## config.mk

```make
export PLATFORM = sky130hd
export DESIGN_NAME = sukt_controller
export DESIGN_NICKNAME = d
export VERILOG_FILES = /design/src/rtl/sorted_unique_key_table_defines.svh /design/src/rtl/sukt_pkg.sv /design/src/rtl/sukt_controller.sv
export SDC_FILE = /design/constraint.sdc
export NUM_CORES = 1
export LEC_CHECK = 0
export BUFFER_PORTS_ARGS = -buffer_cell sky130_fd_sc_hd__buf_4
export CAP_MARGIN = 20
export CORE_AREA = 4 4 41 43
export DETAILED_ROUTE_END_ITERATION = 10
export DIE_AREA = 0 0 45 47
export GPL_TIMING_DRIVEN = 0
export SLEW_MARGIN = 30
export SYNTH_ARGS = -nofsm -noshare
export SYNTH_HDL_FRONTEND = slang
export SYNTH_SLANG_ARGS = --single-unit
```

## constraint.sdc

```tcl
create_clock -name clk -period 1.9 [get_ports clk]
set_clock_uncertainty 0.05 [all_clocks]
set_input_delay 0.095 -clock clk [delete_from_list [all_inputs] [get_ports clk]]
set_output_delay 0.095 -clock clk [all_outputs]
set_load 0.01 [all_outputs]
```

## src/rtl/sorted_unique_key_table_defines.svh

```systemverilog
// Assertion helpers used by the top-level table file to check the table logic.
// Each macro expects signals named clk and rst_n in the including module.
`ifndef SORTED_UNIQUE_KEY_TABLE_DEFINES_SVH
`define SORTED_UNIQUE_KEY_TABLE_DEFINES_SVH

// The consequent must hold in the same cycle as the antecedent.
`define SUKT_ASSERT_SAME(label, ante, cons, msg) \
    label: assert property (@(posedge clk) disable iff (!rst_n) (ante) |-> (cons)) \
        else $error(msg);

// The consequent must hold in the cycle after the antecedent.
`define SUKT_ASSERT_NEXT(label, ante, cons, msg) \
    label: assert property (@(posedge clk) disable iff (!rst_n) (ante) |=> (cons)) \
        else $error(msg);

`endif

```

## src/rtl/sukt_pkg.sv

```systemverilog
`timescale 1ns / 1ps

package sukt_pkg;

    localparam logic [2:0] OP_INSERT = 3'd0;
    localparam logic [2:0] OP_DELETE = 3'd1;
    localparam logic [2:0] OP_LOOKUP = 3'd2;
    localparam logic [2:0] OP_UPDATE = 3'd3;
    localparam logic [2:0] OP_LIST   = 3'd4;

    localparam logic [2:0] ST_OK       = 3'd0;
    localparam logic [2:0] ST_DUP      = 3'd1;
    localparam logic [2:0] ST_NOTFOUND = 3'd2;
    localparam logic [2:0] ST_EMPTY    = 3'd3;
    localparam logic [2:0] ST_FULL     = 3'd4;

    typedef enum logic [1:0] {
        S_IDLE,
        S_APPLY,
        S_LIST
    } state_t;

    typedef enum logic [1:0] {
        ACT_NONE,
        ACT_INSERT,
        ACT_DELETE,
        ACT_UPDATE
    } act_t;

    typedef enum logic [1:0] {
        SEL_ZERO,
        SEL_UPDATE,
        SEL_FOUND,
        SEL_LIST
    } sel_t;

    typedef struct packed {
        logic       load;
        act_t       act;
        logic       emit;
        logic [2:0] status;
        sel_t       sel;
        logic       last;
        logic       list_next;
    } cmd_t;

    typedef struct packed {
        logic [2:0] op;
        logic       found;
        logic       full;
        logic       empty;
        logic       list_last;
        logic       out_free;
    } stat_t;

endpackage

```

## src/rtl/sukt_controller.sv

```systemverilog
`timescale 1ns / 1ps

module sukt_controller
(
    input  logic           clk,
    input  logic           rst_n,
    input  logic           in_valid,
    input  logic [2:0]     in_op,
    output logic           in_ready,
    input  sukt_pkg::stat_t stat,
    output sukt_pkg::cmd_t  cmd
);
    import sukt_pkg::*;

    state_t state_reg;
    state_t state_next;

    always_ff @(posedge clk or negedge rst_n)
    begin
        if (!rst_n)
        begin
            state_reg <= S_IDLE;
        end
        else
        begin
            state_reg <= state_next;
        end
    end

    always_comb
    begin
        state_next    = state_reg;
        in_ready      = 1'b0;
        cmd.load      = 1'b0;
        cmd.act       = ACT_NONE;
        cmd.emit      = 1'b0;
        cmd.status    = ST_OK;
        cmd.sel       = SEL_ZERO;
        cmd.last      = 1'b1;
        cmd.list_next = 1'b0;
        case (state_reg)
            S_IDLE:
            begin
                in_ready = 1'b1;
                if (in_valid)
                begin
                    cmd.load = 1'b1;
                    if (in_op <= OP_LIST)
                    begin
                        state_next = S_APPLY;
                    end
                end
            end
            S_APPLY:
            begin
                if (stat.out_free)
                begin
                    cmd.emit   = 1'b1;
                    state_next = S_IDLE;
                    case (stat.op)
                        OP_INSERT:
                        begin
                            if (stat.found)
                            begin
                                cmd.status = ST_DUP;
                            end
                            else if (stat.full)
                            begin
                                cmd.status = ST_FULL;
                            end
                            else
                            begin
                                cmd.act = ACT_INSERT;
                            end
                        end
                        OP_DELETE:
                        begin
                            if (stat.empty)
                            begin
                                cmd.status = ST_EMPTY;
                            end
                            else if (!stat.found)
                            begin
                                cmd.status = ST_NOTFOUND;
                            end
                            else
                            begin
                                cmd.act = ACT_DELETE;
                            end
                        end
                        OP_LOOKUP:
                        begin
                            if (stat.found)
                            begin
                                cmd.sel = SEL_FOUND;
                            end
                            else
                            begin
                                cmd.status = ST_NOTFOUND;
                            end
                        end
                        OP_UPDATE:
                        begin
                            if (stat.found)
                            begin
                                cmd.act = ACT_UPDATE;
                                cmd.sel = SEL_UPDATE;
                            end
                            else
                            begin
                                cmd.status = ST_NOTFOUND;
                            end
                        end
                        OP_LIST:
                        begin
                            if (stat.empty)
                            begin
                                cmd.status = ST_EMPTY;
                            end
                            else
                            begin
                                cmd.sel       = SEL_LIST;
                                cmd.last      = stat.list_last;
                                cmd.list_next = 1'b1;
                                if (!stat.list_last)
                                begin
                                    state_next = S_LIST;
                                end
                            end
                        end
                        default:
                        begin
                            cmd.emit = 1'b0;
                        end
                    endcase
                end
            end
            S_LIST:
            begin
                if (stat.out_free)
                begin
                    cmd.emit      = 1'b1;
                    cmd.sel       = SEL_LIST;
                    cmd.last      = stat.list_last;
                    cmd.list_next = 1'b1;
                    if (stat.list_last)
                    begin
                        state_next = S_IDLE;
                    end
                end
            end
            default:
            begin
                state_next = S_IDLE;
            end
        endcase
    end

endmodule

```

Yosys cells after proc, flatten, opt, wreduce, memory -nomap -nowiden. Cells that the tools add are included.

Magnitude comparators: 1. Muxes and demuxes: 36. Reduce and logical (&&, ||, !) cells: 5. Equal/unequal tests: 11.

Operators by type and width (count): $mux W2 (16); $pmux W2 S3 (3); $mux W3 (4); $pmux W3 S4 (1); $mux W10 (1); $ne A2 B2 Y1 const B (5); $mux W4 (2); $pmux W4 S2 (1); $mux W1 (7); $eq A3 B2 Y1 const B (2); $reduce_and A5 Y1 (1); $reduce_or A5 Y1 (1); $eq A3 B1 Y1 const B (1); $eq A3 B3 Y1 const B (1); $le A3 B3 Y1 const B (1); $logic_not A3 Y1 (1); $eq A2 B1 Y1 const B (1); $eq A2 B2 Y1 const B (1); $logic_not A2 Y1 (1); $pmux W1 S2 (1); $reduce_or A2 Y1 (1).

Bits in registers: 2. Word-level logic and storage cells: 54.

Depth between registers and ports, before layout. Gate-level depths: netlist of run 1.

Depth in word-level cells: 5. Depth in mapped cells: 6.

Worst setup path before layout of run 1. OpenSTA, ideal clock, no wires.

Path type: register to output. Start point: register state_reg[1]. End point: output cmd[9] in the netlist's numbering. Cell stages (with the launch flop): 5. Data required time: 1755 ps. Arrival time: 1508 ps. Setup slack: 247 ps. Path through: dfrtp_1 -> inv_1 -> ha_1 -> nand2_1 -> a2111oi_0.

RTL lines: from (decl) (RTL line sukt_controller.sv:15) `state_t state_reg;`; from (signal assigned) (RTL line sukt_controller.sv:26) `state_reg <= state_next;`; to (decl) (RTL line sukt_controller.sv:11) `output sukt_pkg::cmd_t cmd`.

==> summary.md, run 1 <==
| Metric | Value |
|---|---|
| Status | `complete, no violations` |
| Clock transition at the registers of the reported paths | `0.03 ns` |
| Die area | `2120 µm²` |
| CP endpoint kind | `output pin` |
| Fraction of registers with async set/reset | `100%` |
| Slew @ Worst Pin | `0.462 ns` |
| Starting density of the core | `32.0%` |
| Die height | `47 µm` |
| Layout net count | `105` |
| Skew-Pair Late Insertion Delay | `0.22 ns` |
| Max Buffers Root-to-Sink | `2` |
| WL final | `1120 µm` |
| CTS Sinks | `2` |
| Fin area | `662 µm²` |
| Post-route ant nets | `0` |
| Slew headroom | `69.2%` |
| Max stage delay on crit path | `0.36 ns` |
| Final Worst Setup Slack | `0.129 ns` |
| Placer congestion estimate | `0.744` |
| Drt wl/cell | `11.2 µm` |
| Row cnt | `13` |
| Yosys reg bits | `2` |
| VDD IR max | `0.459 mV` |
| Layout cell share with drive strength beyond 1 | `40.0%` |
| Worst endpoint required time | `1.75 ns` |
| H-tree levels | `1` |
| Reg2reg setup slack | `0.14 ns` |
| Pin count of the biggest net entering global routing | `11` |
| Worst Path Arrival | `1.63 ns` |
| Register area share after synthesis | `12.0%` |
| Tot GR Track Use | `11.2%` |
| Placed cell area | `608 µm²` |
| CTS tree | `built` |
| CP startpoint | `state_reg[1]` |
| Logic depth of the worst path, buffers included | `7` |
| Final period util | `93.2%` |
| Synth top area share | `12.0%` |
| Net count after synthesis | `76` |
| # port buffers | `23` |
| RR Endpoint | `state_reg[0]` |
| # setup viols final | `0` |
| Ranking of synthesized cells by area | `dfrtp_1, ha_1, o21ai_0` |
| DRC viols | `0` |
| Critical path buffer and inverter count | `2` |
| Via count | `520` |
| Hold Crit Depth | `3` |
| Synth cell count leaders | `nand2_1, o21ai_0, inv_1, ha_1, nand3_1` |
| CP cell instances | `inv_1, ha_4, nand2_2, a21oi_1, nand3_1, a21boi_0, buf_4` |
| Hold endpoint | `state_reg[1]` |
| Initial antenna violation count | `0` |
| CP max-delay cell | `dfrtp_1` |
| Max-Cap Viols | `0` |
| Io pins | `26` |
| Critical Path Source Type | `register` |
| Top-count cell post-synth | `nand2_1` |
| Die width | `45 µm` |
| Critical hold path startpoint | `stat[1]` |
| CTS root buffer | `clkbuf_4` |
| Synth cell types | `26` |
| Setup_tns | `0 ns` |
| DRT iter0 DRCs | `4` |
| CORE AREA | `1300 µm²` |
| RSZ-0062 raised after global routing | `false` |
| Num CTS Buffers | `3` |
| Hold Crit Class | `input pin to register` |
| Vias in the first global route | `437` |
| GRT Residual Overflow | `0` |
| Cell area after synthesis | `417 µm²` |
| Mapped Cells | `58` |
| Synth warn | `0` |
| Number of diodes | `0` |
| DR vias/cell | `5.20` |
| Number of synthesized flops with an enable pin | `0` |
| Synth Area per Inst | `7.18 µm²` |
| FF-to-FF Start | `state_reg[0]` |
| Largest area contributor in the netlist | `dfrtp_1` |
| Placement Setup Slack | `0.177 ns` |
| Pre-antenna DRT Iters | `5` |
| Delay-heaviest family, CP | `flip-flops` |
| Fin crit period | `1.77 ns` |
| Leak Pwr | `0.309 nW` |
| Final Hold Viols | `0` |
| Fmax | `565 MHz` |
| Dominant synthesized flop cell | `dfrtp_1` |
| Crit path max fanout | `8` |
| Area delta synth->final | `58.9%` |
| Fin. max-slew vios | `0` |
| Max FFs per register | `2` |
| Pwr dens | `743 nW/µm²` |
| Worst Reg-to-Reg Cells | `4` |
| First-pass GRT wire length | `1770 µm` |
| CP Class | `register to output pin` |
final cells by class:
| cell class | count | area [µm²] |
|---|---|---|
| Sequential cell | 2 | 50.0 |
| Buffer | 3 | 26.3 |
| Inverter | 5 | 18.8 |
| Tap cell | 15 | 18.8 |
| Multi-Input combinational cell | 48 | 343 |
| Fill cell | 126 | 639 |
| Timing Repair Buffer | 24 | 183 |
| Clock buffer | 3 | 22.5 |
cell usage in the layout (no fill, tap or decap):
cell | synthesis | final
buf_4 | 0 | 23
o21ai_0 | 6 | 6
nand2_1 | 7 | 6
inv_1 | 5 | 5
nand3_1 | 4 | 4
nor2_1 | 3 | 3
nor3_1 | 3 | 3
ha_1 | 4 | 3
clkbuf_4 | 0 | 3
buf_6 | 2 | 2
a211oi_1 | 2 | 2
and2_1 | 2 | 2
a21oi_1 | 2 | 2
a21boi_0 | 2 | 2
mux2i_1 | 2 | 2
dfrtp_1 | 2 | 2
or4b_4 | 1 | 1
nand2_2 | 0 | 1
clkbuf_1 | 1 | 1
a21o_2 | 1 | 1
nor4_1 | 1 | 1
o21a_1 | 1 | 1
xor2_1 | 1 | 1
a31oi_1 | 1 | 1
nand2b_1 | 1 | 1
a2111oi_2 | 0 | 1
or3b_1 | 1 | 1
a222oi_1 | 1 | 1
mux2_2 | 1 | 1
ha_4 | 0 | 1
dlygate4sd3_1 | 0 | 1
power by group:
part / switching, mW / leakage, nW / internal [mW]
combinational: 0.159 / 0.270 / 0.169
clock: 0.0230 / 0.0138 / 0.0696
sequential: 0.0150 / 0.0256 / 0.0556
total: 0.197 / 0.309 / 0.295
how the worst max path moves through the flow:
stage | endpoint | slack [ns]
6_report | cmd[2] | 0.13
5_1_grt | cmd[2] | 0.004
4_1_cts | cmd[2] | 0.05
3_5_place_dp | state_reg[0] | 0.18
3_3_place_gp | state_reg[0] | 0.19
2_1_floorplan | cmd[9] | 0.25
kinds of logic (layout without fill, tap and decap cells):
logic type / count (synthesis) / count (layout) / synth area share [%]
AOI/OAI and AO/OA: 17 / 17 / 26.7
xor gates and xnor gates: 1 / 1 / 2.10
adders and majority gates: 4 / 4 / 12.0
buffers and inverters: 8 / 35 / 10.8
DFF: 2 / 2 / 12.0
muxes: 3 / 3 / 7.51
and+or+nand+nor: 23 / 23 / 28.8
worst register-to-register path: stages, from the launching register on:
cell and delay [ns]:
dfrtp_1 0.40, inv_1 0.10, ha_1 0.23, a222oi_1 0.46, mux2_2 0.40
stage by stage:
step,std cells,total power [mW],hold slack (ns),utilization [%]
after floorplan,58,0.254,-0.251,-
after global placement,96,0.371,-0.173,46.7
after detailed placement,96,0.374,-0.171,46.7
after CTS,100,0.479,0.121,49.5
after global routing,100,0.539,0.138,50.9
final,100,0.492,0.124,50.9
per-layer routing:
layer	up-vias	GRT usage, %	part of all wire, %
met5	-	0	0
met4	0	1.75	0
met3	0	3.83	7.8
met2	19	17.8	47
met1	236	15.0	45
li1	265	-	-
timing repair:
item / 4_1_cts / 5_1_grt
endpoints found under the setup margin: 2 / 4
hold buffers: 1 / 0
endpoints found under the hold margin: 2 / 0
gates resized for setup: 2 / 3
buffers inserted: 0 / 0
Note: power is estimated with default switching activity, not from simulation.
==> run 2, diff against run 1 <==
Settings changed: PLACE_DENSITY set to 0.67.
==> run 2 against run 1 <==
Net effect: clock power shrank 5.6%; highest routed layer unchanged; critical path depth shrank 3; sequential power is essentially flat; critical path type is now register to register; die area is the same; hold slack gained 0.015 ns; non-clock buffer count is the same; largest power group unchanged; largest cell class unchanged.
==> summary.md, run 2 (synthesized netlist as in run 1, its figures left out) <==
| Metric | Value |
|---|---|
| Fin. max-slew vios | `0` |
| RR Endpoint | `state_reg[0]` |
| Pre-antenna DRT Iters | `4` |
| Skew-Pair Late Insertion Delay | `0.22 ns` |
| Drt wl/cell | `11.4 µm` |
| FF-to-FF Start | `state_reg[0]` |
| Initial antenna violation count | `0` |
| CP endpoint kind | `register` |
| Multi-input logic area | `337 µm²` |
| Fmax | `571 MHz` |
| Row cnt | `13` |
| DRT iter0 DRCs | `12` |
| Critical Path Source Type | `register` |
| GRT Residual Overflow | `0` |
| Crit path max fanout | `3` |
| Worst endpoint required time | `1.95 ns` |
| # setup viols final | `0` |
| Clock transition at the registers of the reported paths | `0.03 ns` |
| Final Hold Viols | `0` |
| Leak Pwr | `0.309 nW` |
| Delay-heaviest family, CP | `compound AO/OA/AOI/OAI gates` |
| Pwr dens | `739 nW/µm²` |
| Pwr Total | `0.484 mW` |
| Post-route ant nets | `0` |
| Max Buffers Root-to-Sink | `2` |
| Critical hold path startpoint | `stat[1]` |
| Die width | `45 µm` |
| Max FFs per register | `2` |
| Via count | `511` |
| Max-Cap Viols | `0` |
| First-pass GRT wire length | `1820 µm` |
| DR vias/cell | `5.11` |
| Starting density of the core | `32.0%` |
| Area delta synth->final | `57.4%` |
| Final period util | `92.1%` |
| Fill count | `134` |
| Hold endpoint | `state_reg[1]` |
| WL final | `1140 µm` |
| Worst Path Arrival | `1.80 ns` |
| Io pins | `26` |
| Slew @ Worst Pin | `0.465 ns` |
| Critical path buffer and inverter count | `1` |
| Tot GR Track Use | `11.2%` |
| Layout cell share with drive strength beyond 1 | `38.8%` |
| CP max-delay cell | `a222oi_1` |
| FF/Latch Area | `50.0 µm²` |
| Commonest cells after routing, fill and taps aside | `buf_4, o21ai_0, nand2_1` |
| H-tree levels | `1` |
| CTS Sinks | `2` |
| Slew headroom | `69.0%` |
| Layout net count | `105` |
| Pin count of the biggest net entering global routing | `11` |
| # port buffers | `23` |
| DRC viols | `0` |
| CORE AREA | `1300 µm²` |
| Vias in the first global route | `471` |
| RSZ-0062 raised after global routing | `false` |
| Die height | `47 µm` |
| Setup_tns | `0 ns` |
| Most common cell after layout, fill and taps aside | `buf_4` |
| Max stage delay on crit path | `0.46 ns` |
| Number of diodes | `0` |
| CTS root buffer | `clkbuf_4` |
| Num CTS Buffers | `3` |
| Placer congestion estimate | `0.747` |
| VDD IR max | `0.276 mV` |
| CP cell instances | `inv_1, ha_1, a222oi_1, mux2_2` |
| Fin crit period | `1.75 ns` |
| Die area | `2120 µm²` |
| CTS tree | `built` |
| Worst Reg-to-Reg Cells | `4` |
| CP Class | `register to register` |
| Hold Crit Class | `input pin to register` |
| Status | `complete, no violations` |
| Reg2reg setup slack | `0.15 ns` |
| Dpl hpwl | `909 µm` |
| Hold Crit Depth | `3` |
[run 2: changes by cell type in the layout (fill, tap and decap cells not counted)]
cell	before	now
a21boi_1	0	1
a2111oi_2	1	0
a21boi_0	2	1
a2111oi_0	0	1
[run 2: cell type report]
type	count	share of cell area, %
multi-input combinational	48	51.3
timing repair buffer	24	27.9
sequential	2	7.63
buffer	3	4.01
clock buffer	3	3.44
inverter	5	2.86
tap	15	2.86
[run 2: worst max path at each step]
stage	end	slack [ns]	cells past startpoint	from
2_1_floorplan	cmd[9]	0.25	4	state_reg[1]
3_3_place_gp	state_reg[0]	0.17	4	state_reg[1]
3_5_place_dp	cmd[2]	0.16	7	state_reg[1]
4_1_cts	cmd[2]	0.04	7	state_reg[1]
5_1_grt	state_reg[0]	0.03	4	state_reg[0]
6_report	state_reg[0]	0.15	4	state_reg[0]
[run 2: metal layers]
layer / track usage, % / share of wire [%]
met1: 13.4 / 44
met2: 20.6 / 46
met3: 1.53 / 9.7
met4: 3.51 / 0
met5: 0 / 0
[run 2: what timing repair did]
item                       4_1_cts  5_1_grt
resized for setup                2        2
hold endpoints to repair         2        0
gates cloned                     0        0
hold buffers                     1        0
setup endpoints to repair        2        2
buffers inserted                 0        0
[run 2: worst reg2reg max path: cells and delay by family (launching register included)]
family                     cells  cell delay [ns]
adders and majority gates      1             0.23
buffers and inverters          1             0.10
AOI/OAI and AO/OA              1             0.46
DFF                            1             0.40
muxes                          1             0.39
[run 2: stage by stage]
step / area (µm²) / hold slack [ns] / cells / utilization (%) / setup WS, ns
after global routing: 656 / 0.157 / 100 / 50.4 / 0.0307
after global placement: 608 / -0.172 / 96 / 46.7 / 0.174
after floorplan: 417 / -0.251 / 58 / - / 0.247
after CTS: 646 / 0.139 / 100 / 49.6 / 0.0430
after detailed placement: 608 / -0.172 / 96 / 46.7 / 0.161
final: 656 / 0.138 / 100 / 50.4 / 0.150
[run 2: report_power, final]
group | switching, mW | internal (mW)
logic | 0.158 | 0.169
clock network | 0.0182 | 0.0692
registers | 0.0147 | 0.0557
total | 0.190 | 0.294
